===== src/hw/rtl/rbd_pkg.sv =====
// ----------------------------------------------------------------------------
// rbd_pkg
// Shared types and constants for the ring buffer deque: sizes, operation
// and status codes, and the controller to datapath command bundle.
// ----------------------------------------------------------------------------
package rbd_pkg;

  // store geometry; DEPTH must be a power of two so pointers wrap by masking
  localparam int DEPTH      = 16;
  localparam int DATA_WIDTH = 32;
  localparam int PTR_W      = $clog2(DEPTH);

  // port widths fixed by the interface
  localparam int OP_W     = 3;
  localparam int VALUE_W  = 32;
  localparam int STATUS_W = 2;
  localparam int LENGTH_W = 4;

  // pointer reset values
  localparam logic [PTR_W-1:0] FRONT_RESET = PTR_W'(DEPTH / 2);
  localparam logic [PTR_W-1:0] BACK_RESET  = PTR_W'(DEPTH / 2 - 1);
  localparam logic [PTR_W-1:0] LEN_FULL    = PTR_W'(DEPTH - 1);

  // operation codes
  localparam logic [OP_W-1:0] OP_PUSH_FRONT = 3'd0;
  localparam logic [OP_W-1:0] OP_PUSH_BACK  = 3'd1;
  localparam logic [OP_W-1:0] OP_POP_FRONT  = 3'd2;
  localparam logic [OP_W-1:0] OP_POP_BACK   = 3'd3;
  localparam logic [OP_W-1:0] OP_PEEK_FRONT = 3'd4;
  localparam logic [OP_W-1:0] OP_PEEK_BACK  = 3'd5;

  // result status codes
  localparam logic [STATUS_W-1:0] ST_OK    = 2'd0;
  localparam logic [STATUS_W-1:0] ST_FULL  = 2'd1;
  localparam logic [STATUS_W-1:0] ST_EMPTY = 2'd2;

  // commands from the controller to the datapath
  typedef struct packed {
    logic load_in;   // capture the accepted beat
    logic exec;      // run the operation and access the store
    logic load_out;  // move the result into the output registers
  } rbd_cmd_t;

endpackage


===== src/hw/rtl/rbd_ctrl.sv =====
// ----------------------------------------------------------------------------
// rbd_ctrl
// Sequencer for the deque: accepts one beat, steps it through execute and
// result load, and owns the output valid flag.
// ----------------------------------------------------------------------------
module rbd_ctrl (
  input  logic            clk,
  input  logic            rst,
  input  logic            in_valid,
  output logic            in_ready,
  output logic            out_valid,
  input  logic            out_ready,
  output rbd_pkg::rbd_cmd_t cmd
);

  typedef enum logic [1:0] {
    S_IDLE,
    S_EXEC,
    S_LOAD
  } state_t;

  state_t state;

  // take a beat only when idle and the output slot is free by the next edge
  assign in_ready = (state == S_IDLE) && (!out_valid || out_ready);

  // command decode
  assign cmd.load_in  = in_valid && in_ready;
  assign cmd.exec     = (state == S_EXEC);
  assign cmd.load_out = (state == S_LOAD);

  // state and output valid
  always_ff @(posedge clk) begin
    if (rst) begin
      state     <= S_IDLE;
      out_valid <= 1'b0;
    end else begin
      if (out_valid && out_ready) begin
        out_valid <= 1'b0;
      end
      unique case (state)
        S_IDLE: begin
          if (in_valid && in_ready) begin
            state <= S_EXEC;
          end
        end
        S_EXEC: begin
          state <= S_LOAD;
        end
        S_LOAD: begin
          out_valid <= 1'b1;
          state     <= S_IDLE;
        end
        default: begin
          state <= S_IDLE;
        end
      endcase
    end
  end

endmodule


===== src/hw/rtl/rbd_datapath.sv =====
// ----------------------------------------------------------------------------
// rbd_datapath
// Slot store, front and back pointers, length and status logic, and the
// output registers of the deque.
// ----------------------------------------------------------------------------
module rbd_datapath (
  input  logic                              clk,
  input  logic                              rst,
  input  rbd_pkg::rbd_cmd_t                 cmd,
  input  logic [rbd_pkg::OP_W-1:0]          op,
  input  logic [rbd_pkg::VALUE_W-1:0]       value,
  output logic [rbd_pkg::VALUE_W-1:0]       data,
  output logic [rbd_pkg::STATUS_W-1:0]      status,
  output logic [rbd_pkg::LENGTH_W-1:0]      length
);

  logic [rbd_pkg::DATA_WIDTH-1:0] slots [rbd_pkg::DEPTH];

  logic [rbd_pkg::OP_W-1:0]       op_q;
  logic [rbd_pkg::DATA_WIDTH-1:0] value_q;
  logic [rbd_pkg::PTR_W-1:0]      front_ptr;
  logic [rbd_pkg::PTR_W-1:0]      back_ptr;
  logic [rbd_pkg::PTR_W-1:0]      front_ptr_next;
  logic [rbd_pkg::PTR_W-1:0]      back_ptr_next;
  logic [rbd_pkg::DATA_WIDTH-1:0] rd_q;
  logic [rbd_pkg::STATUS_W-1:0]   st_q;
  logic [rbd_pkg::STATUS_W-1:0]   st_next;
  logic [rbd_pkg::PTR_W-1:0]      len_q;
  logic                           peek_ok;
  logic                           peek_ok_next;

  logic [rbd_pkg::PTR_W-1:0] len_cur;
  logic                      full;
  logic                      empty;
  logic                      wr_en;
  logic [rbd_pkg::PTR_W-1:0] wr_addr;
  logic [rbd_pkg::PTR_W-1:0] rd_addr;

  // capture the accepted beat
  always_ff @(posedge clk) begin
    if (cmd.load_in) begin
      op_q    <= op;
      value_q <= value[rbd_pkg::DATA_WIDTH-1:0];
    end
  end

  // occupancy from the pointers, wrapping by truncation
  assign len_cur = rbd_pkg::PTR_W'(back_ptr + 1'b1 - front_ptr);
  assign full    = (len_cur == rbd_pkg::LEN_FULL);
  assign empty   = (len_cur == '0);

  // operation decode
  always_comb begin
    front_ptr_next = front_ptr;
    back_ptr_next  = back_ptr;
    st_next        = rbd_pkg::ST_OK;
    peek_ok_next   = 1'b0;
    wr_en          = 1'b0;
    wr_addr        = rbd_pkg::PTR_W'(front_ptr - 1'b1);
    rd_addr        = front_ptr;
    unique case (op_q)
      rbd_pkg::OP_PUSH_FRONT: begin
        if (full) begin
          st_next = rbd_pkg::ST_FULL;
        end else begin
          front_ptr_next = rbd_pkg::PTR_W'(front_ptr - 1'b1);
          wr_en          = 1'b1;
          wr_addr        = front_ptr_next;
        end
      end
      rbd_pkg::OP_PUSH_BACK: begin
        if (full) begin
          st_next = rbd_pkg::ST_FULL;
        end else begin
          back_ptr_next = rbd_pkg::PTR_W'(back_ptr + 1'b1);
          wr_en         = 1'b1;
          wr_addr       = back_ptr_next;
        end
      end
      rbd_pkg::OP_POP_FRONT: begin
        if (empty) begin
          st_next = rbd_pkg::ST_EMPTY;
        end else begin
          front_ptr_next = rbd_pkg::PTR_W'(front_ptr + 1'b1);
        end
      end
      rbd_pkg::OP_POP_BACK: begin
        if (empty) begin
          st_next = rbd_pkg::ST_EMPTY;
        end else begin
          back_ptr_next = rbd_pkg::PTR_W'(back_ptr - 1'b1);
        end
      end
      rbd_pkg::OP_PEEK_FRONT: begin
        rd_addr = front_ptr;
        if (empty) begin
          st_next = rbd_pkg::ST_EMPTY;
        end else begin
          peek_ok_next = 1'b1;
        end
      end
      rbd_pkg::OP_PEEK_BACK: begin
        rd_addr = back_ptr;
        if (empty) begin
          st_next = rbd_pkg::ST_EMPTY;
        end else begin
          peek_ok_next = 1'b1;
        end
      end
      default: begin
        // unused codes leave the state alone and report ok
      end
    endcase
  end

  // pointers
  always_ff @(posedge clk) begin
    if (rst) begin
      front_ptr <= rbd_pkg::FRONT_RESET;
      back_ptr  <= rbd_pkg::BACK_RESET;
    end else if (cmd.exec) begin
      front_ptr <= front_ptr_next;
      back_ptr  <= back_ptr_next;
    end
  end

  // slot store with registered read
  always_ff @(posedge clk) begin
    if (cmd.exec) begin
      if (wr_en) begin
        slots[wr_addr] <= value_q;
      end
      rd_q <= slots[rd_addr];
    end
  end

  // per-beat status and length after the operation
  always_ff @(posedge clk) begin
    if (cmd.exec) begin
      st_q    <= st_next;
      peek_ok <= peek_ok_next;
      len_q   <= rbd_pkg::PTR_W'(back_ptr_next + 1'b1 - front_ptr_next);
    end
  end

  // output registers
  always_ff @(posedge clk) begin
    if (cmd.load_out) begin
      data   <= peek_ok ? rbd_pkg::VALUE_W'(rd_q) : '0;
      status <= st_q;
      length <= rbd_pkg::LENGTH_W'(len_q);
    end
  end

endmodule


===== src/hw/rtl/ring_buffer_deque.sv =====
// ----------------------------------------------------------------------------
// ring_buffer_deque
// Double-ended queue in a circular slot store, one result per operation.
// ----------------------------------------------------------------------------
// Each accepted beat carries one operation (push or pop or peek at either
// end) and yields exactly one result beat with data, status and length.
// An operation runs as capture, then an execute step that updates the
// pointers and makes at most one write and the registered read of the slot
// store, then a load step that fills the output registers. The next beat
// can be taken in the cycle after the result is registered, at the same edge
// that the result is taken; a result held back by the output side holds back
// the input as well, so no new beat is taken before the last result is taken.
// The store holds up to DEPTH-1 words; full pushes and empty pops or peeks
// report an error status and change nothing.
module ring_buffer_deque (
  input  logic                          clk,
  input  logic                          rst,
  input  logic                          in_valid,
  output logic                          in_ready,
  input  logic [rbd_pkg::OP_W-1:0]      op,
  input  logic [rbd_pkg::VALUE_W-1:0]   value,
  output logic                          out_valid,
  input  logic                          out_ready,
  output logic [rbd_pkg::VALUE_W-1:0]   data,
  output logic [rbd_pkg::STATUS_W-1:0]  status,
  output logic [rbd_pkg::LENGTH_W-1:0]  length
);

  rbd_pkg::rbd_cmd_t cmd;

  // sequencer
  rbd_ctrl u_ctrl (
    .clk       (clk),
    .rst       (rst),
    .in_valid  (in_valid),
    .in_ready  (in_ready),
    .out_valid (out_valid),
    .out_ready (out_ready),
    .cmd       (cmd)
  );

  // store, pointers and result registers
  rbd_datapath u_dp (
    .clk    (clk),
    .rst    (rst),
    .cmd    (cmd),
    .op     (op),
    .value  (value),
    .data   (data),
    .status (status),
    .length (length)
  );

endmodule


===== config.mk =====
export PLATFORM = sky130hd
export DESIGN_NAME = ring_buffer_deque
export DESIGN_NICKNAME = d
export VERILOG_FILES = /design/src/hw/rtl/rbd_pkg.sv /design/src/hw/rtl/rbd_ctrl.sv /design/src/hw/rtl/rbd_datapath.sv /design/src/hw/rtl/ring_buffer_deque.sv
export SDC_FILE = /design/constraint.sdc
export NUM_CORES = 1
export LEC_CHECK = 0
export BUFFER_PORTS_ARGS = -buffer_cell sky130_fd_sc_hd__buf_4
export CORE_ASPECT_RATIO = 1.75
export CORE_UTILIZATION = 60
export CTS_CLUSTER_SIZE = 25
export DETAILED_ROUTE_END_ITERATION = 7
export PLACE_DENSITY = 0.89
export RECOVER_POWER = 25
export SYNTH_ARGS = -nofsm -noshare
export SYNTH_HDL_FRONTEND = slang
export SYNTH_SLANG_ARGS = --single-unit

===== constraint.sdc =====
create_clock -name clk -period 9.6 [get_ports clk]
set_input_delay 2.88 -clock clk [delete_from_list [all_inputs] [get_ports clk]]
set_output_delay 2.88 -clock clk [all_outputs]
set_load 0.005 [all_outputs]

# Word level (Yosys, flattened, before mapping)
# Memory sizes are Yosys's and may differ from the RTL's. A register that Yosys moved wholly into a read port is not among the register bits.
# Cells that the tools add are included.
# totals
regBits	91
latch_bits	0
ram_bits	512
romBits	0
inputBits	39
output_inout_bits	40
word_cells	63
memories	1
# classes
n_addsub	7
multipliers	0
div_mod_pow	0
n_lt_le_gt_ge	0
eq_ne	9
shifts	0
n_mux	22
bitwise_logic	0
n_reduce_logical	12
# mem_list
name	depth	width	read_ports	rd_ports_with_merged_regs	wr	line_no	source
u_dp.slots	16	32	1	1	1	rbd_datapath.sv:17	logic [rbd_pkg::DATA_WIDTH-1:0] slots [rbd_pkg::DEPTH];
# ops
op	count
2-to-1 mux 4 bit	7
one-hot mux 4 bit (2 select lines)	2
adder 4 x 1 -> 4 bit (second input constant)	3
2-to-1 mux 1 bit	9
one-hot mux 2 bit (2 select lines)	2
subtractor 4 x 1 -> 4 bit (second input constant)	2
subtractor 4 bit	2
== test 3 x 2 -> 1 bit (second input constant)	2
== test 3 bit (second input constant)	2
== test 4 bit (second input constant)	1
zero test 4 bit	1
2-to-1 mux 2 bit	2
OR reduction 2 bit	2
OR reduction 4 bit	1
== test 3 x 1 -> 1 bit (second input constant)	1
logical AND 1 bit	3
zero test 3 bit	1
== test 2 x 1 -> 1 bit (second input constant)	1
== test 2 bit (second input constant)	1
zero test 2 bit	1
!= test 2 bit (second input constant)	1
nonzero test 2 bit	1
zero test 1 bit	1
logical OR 1 bit	1

# Depth between registers and ports, before layout
# depth
ltp_word	8
mapped_depth	18
mapped_depth_nobuf	17

# By module
# Synthesis repeated with hierarchy kept, for this count alone.
# unflattened
hier_cells	1201
hier_area_um2	24637.4
# modules_own_cells
module	instances	cells_per_inst	area_per_inst_um2
rbd_datapath	1	1189	24502.2
rbd_ctrl	1	12	135.1

# Least setup slack after synthesis
# No wires, ideal clock.
# synth_timing
path_type	input to output
from	input port out_ready
to	output port in_ready
arrival_time_ns	3.141
t_required_ns	6.720
slack_ns	3.579
stages	2
path_buffers	0
path_cell_list	nor2b_1 > nor3_1
# synth_between
elab_chain_cells	2
# synth_rtl
item	line_no	source
start: declaration	ring_buffer_deque.sv:23	input logic out_ready,
logical OR 1 bit	rbd_ctrl.sv:25	assign in_ready = (state == S_IDLE) && (!out_valid || out_ready);
logical AND 1 bit	rbd_ctrl.sv:25	
end: declaration	ring_buffer_deque.sv:19	output logic in_ready,
# No other way between the ends.

# Worst setup path after layout
# Same ends and word-level chain as after synthesis.

==> out/qor.yml <==
vias: 12500
syn-num-nets: 1253
syn-cell-area_um2: 24500
syn_avg_cell_area_um2: 20.4
mostFrequentLayoutCells: "edfxtp_1 (624), mux4_2 (128), buf_4 (106)"
grt_setup_unrepaired: "false"
synth_top_area_frac: 0.766
post_dp_cell_area_um2: 25800
design_area_um2: 27600
n_antenna_cell: 0
crit_fanout: 3
critical_path.slowest_cell: "nor3_1"
num_io_pins: 79
skew_ns: 0.0290
fmax_ghz: 0.159
setup_viol: 0
hold_path_class: "register to register"
die_h_um: 269
layout-drive-gt1-share: 0.260
status: "finished, final reports clean"
firstDrtPassIters: 7
grt_use_total: 0.280
synth_edf_count: 624
power.share.sequential: 0.546
p_sw_w: 0.00125
p_leak_nw: 8.96
drt-initial-drc-count: 1573
wl_um: 56200
critical_path_required_ns: 6.72
synth_ff_type: "edfxtp_1"
grt_antenna_before_repair: 0
nets: 1352
p_total_w: 0.00577
antenna_left: 0
port_buffers: 78
cts.sinks: 635
cts_tree: "done"
final_common_cell: "edfxtp_1"
drc: 0
register_area_um2: 19000
postCtsHoldBufs: 0
slew_headroom: 0.319
synth_cells: 1201
clkPwrFrac: 0.389
fp.dieW_um: 155
path_class: "input port to primary output"
core_area_um2: 40200
crit_path_frequent_cell: "buf_4"
crit_chain: "buf_4, nor2b_1, nor3_1, buf_4"
drv_cap: 0
placedCellCount: 1790
irDropWorstVdd_v: 0.000127
hold_viol: 0
multi_input_area_um2: 5330
clk_pin_slew_worst_paths_ns: 0.06
grt_pass1_wl_um: 83200
yosys.area.top_type: "edfxtp_1"
start_kind: "input port"
yosysSeqAreaShare: 0.775
tightest_slew_ns: 1.02
swShare: 0.216
die-area_um2: 41600
htree_levels: 2
vias_per_cell: 6.63
slew_viol_final: 0
period_needed_ns: 6.30
synth-seq-cells: 635
dp_hpwl_um: 27700
slowest_delay_ns: 0.24
ys_top_cells_by_area: "edfxtp_1 (77%), mux4_2 (12%), and2_1 (1.7%)"
post_cts_resize_count: 0
p_comb_frac: 0.065
fin_setup_tns_ns: 0
overflow: 0
critPathCaptureType: "primary output"
ys_warn_count: 0
yosysUniqueCellTypes: 54
cts_buffers: 52
pwr_density_cell_nw_per_um2: 209
wire_per_inst_um: 29.8
cts_setup_buffers: 0
syn_to_final_growth_pct: 12.8
grt_pass1_vias: 13100
nFillCells: 2312
clk_path_buf_depth: 3
row_count: 97
grt_start_max_net_pins: 65
gp_congestion: 0.853
insertion_delay_ns: 0.61
cts-root-buf: "clkbuf_16"
ys_async_sr_fraction: 0
crit_arrival_ns: 3.42
stdcell_count: 1884
period_share: 0.656
p_int_w: 0.00452
start_util: 0.609
state kept, by name, indices dropped and copies added, names as in the netlist:
name	count
u_dp.data	32
u_dp.peek_ok	1
u_ctrl.out_valid	1
u_dp.len_q	4
u_dp.status	2
u_dp.front_ptr	4
u_dp.slots	512
u_dp.op_q	3
u_dp.length	4
u_dp.rd_q	32
u_dp.value_q	32
u_ctrl.state	2
u_dp.back_ptr	4
u_dp.st_q	2
synth_stat cells, drive strengths merged (7+ instances only):
cell type and n:
a31oi 36, dfxtp 11, a211oi 34, xnor2 14
nor2 33, ha 11, o211ai 7, nand2 80
o21ai 10, nor3 10, xor2 7, mux4 128
clkbuf 27, nand3 8, edfxtp 624, a21oi 13
inv 14, and2 65, buf 34
final timing paths:
check	startpoint	to	slack (ns)	cells after the start
min	u_dp.len_q[0]	u_dp.length[0]	0.42	0
max	out_ready	in_ready	3.30	4
min reg2reg	u_dp.len_q[0]	u_dp.length[0]	0.42	0
max reg2reg	u_dp.back_ptr[0]	u_dp.len_q[3]	4.71	17
stage by stage:
step	util	worst slack [ns]	hold slack, ns
floorplan	-	3.58	0.400
CTS	0.687	3.30	0.420
global route	0.687	3.23	0.425
finish	0.687	3.30	0.419
detailed placement	0.643	3.31	0.405
global placement	0.643	3.34	0.403
metal layers:
layer  vias to the layer above  part of all wire  track usage
li1                       5051                 -            -
met1                      6377              0.35        0.347
met2                       859              0.52        0.472
met3                       196             0.075       0.0413
met4                         0             0.054        0.160
met5                         -                 0            0
worst max-delay path: cells and delay by family:
family / cells / cell delay [ns]
buffers and inverters: 2 / 0.24
and+or+nand+nor: 2 / 0.29
cell families after synthesis:
group	share of synthesized area
xor+xnor	0.00926
simple gates	0.0425
mux	0.120
compound gates	0.0320
buf+inv	0.0146
fa+ha+maj	0.00726
flops	0.775
power by group through the flow:
stage	combinational [W]	sequential [W]	clock (W)
2_1_floorplan	0.000270	0.00319	0
3_3_place_gp	0.000356	0.00320	0
3_5_place_dp	0.000368	0.00321	0
4_1_cts	0.000376	0.00315	0.00226
5_1_grt	0.000401	0.00316	0.00236
6_report	0.000375	0.00315	0.00224
final cells by class:
class / count / share of cell area
flip-flops and latches: 635 / 0.687
multi-input cells: 491 / 0.193
clock buffers: 60 / 0.0490
repair buffers: 106 / 0.0288
well taps: 544 / 0.0247
clock inverters: 34 / 0.0158
inverters: 14 / 0.00190
Note: power is estimated with default switching activity, not from simulation.
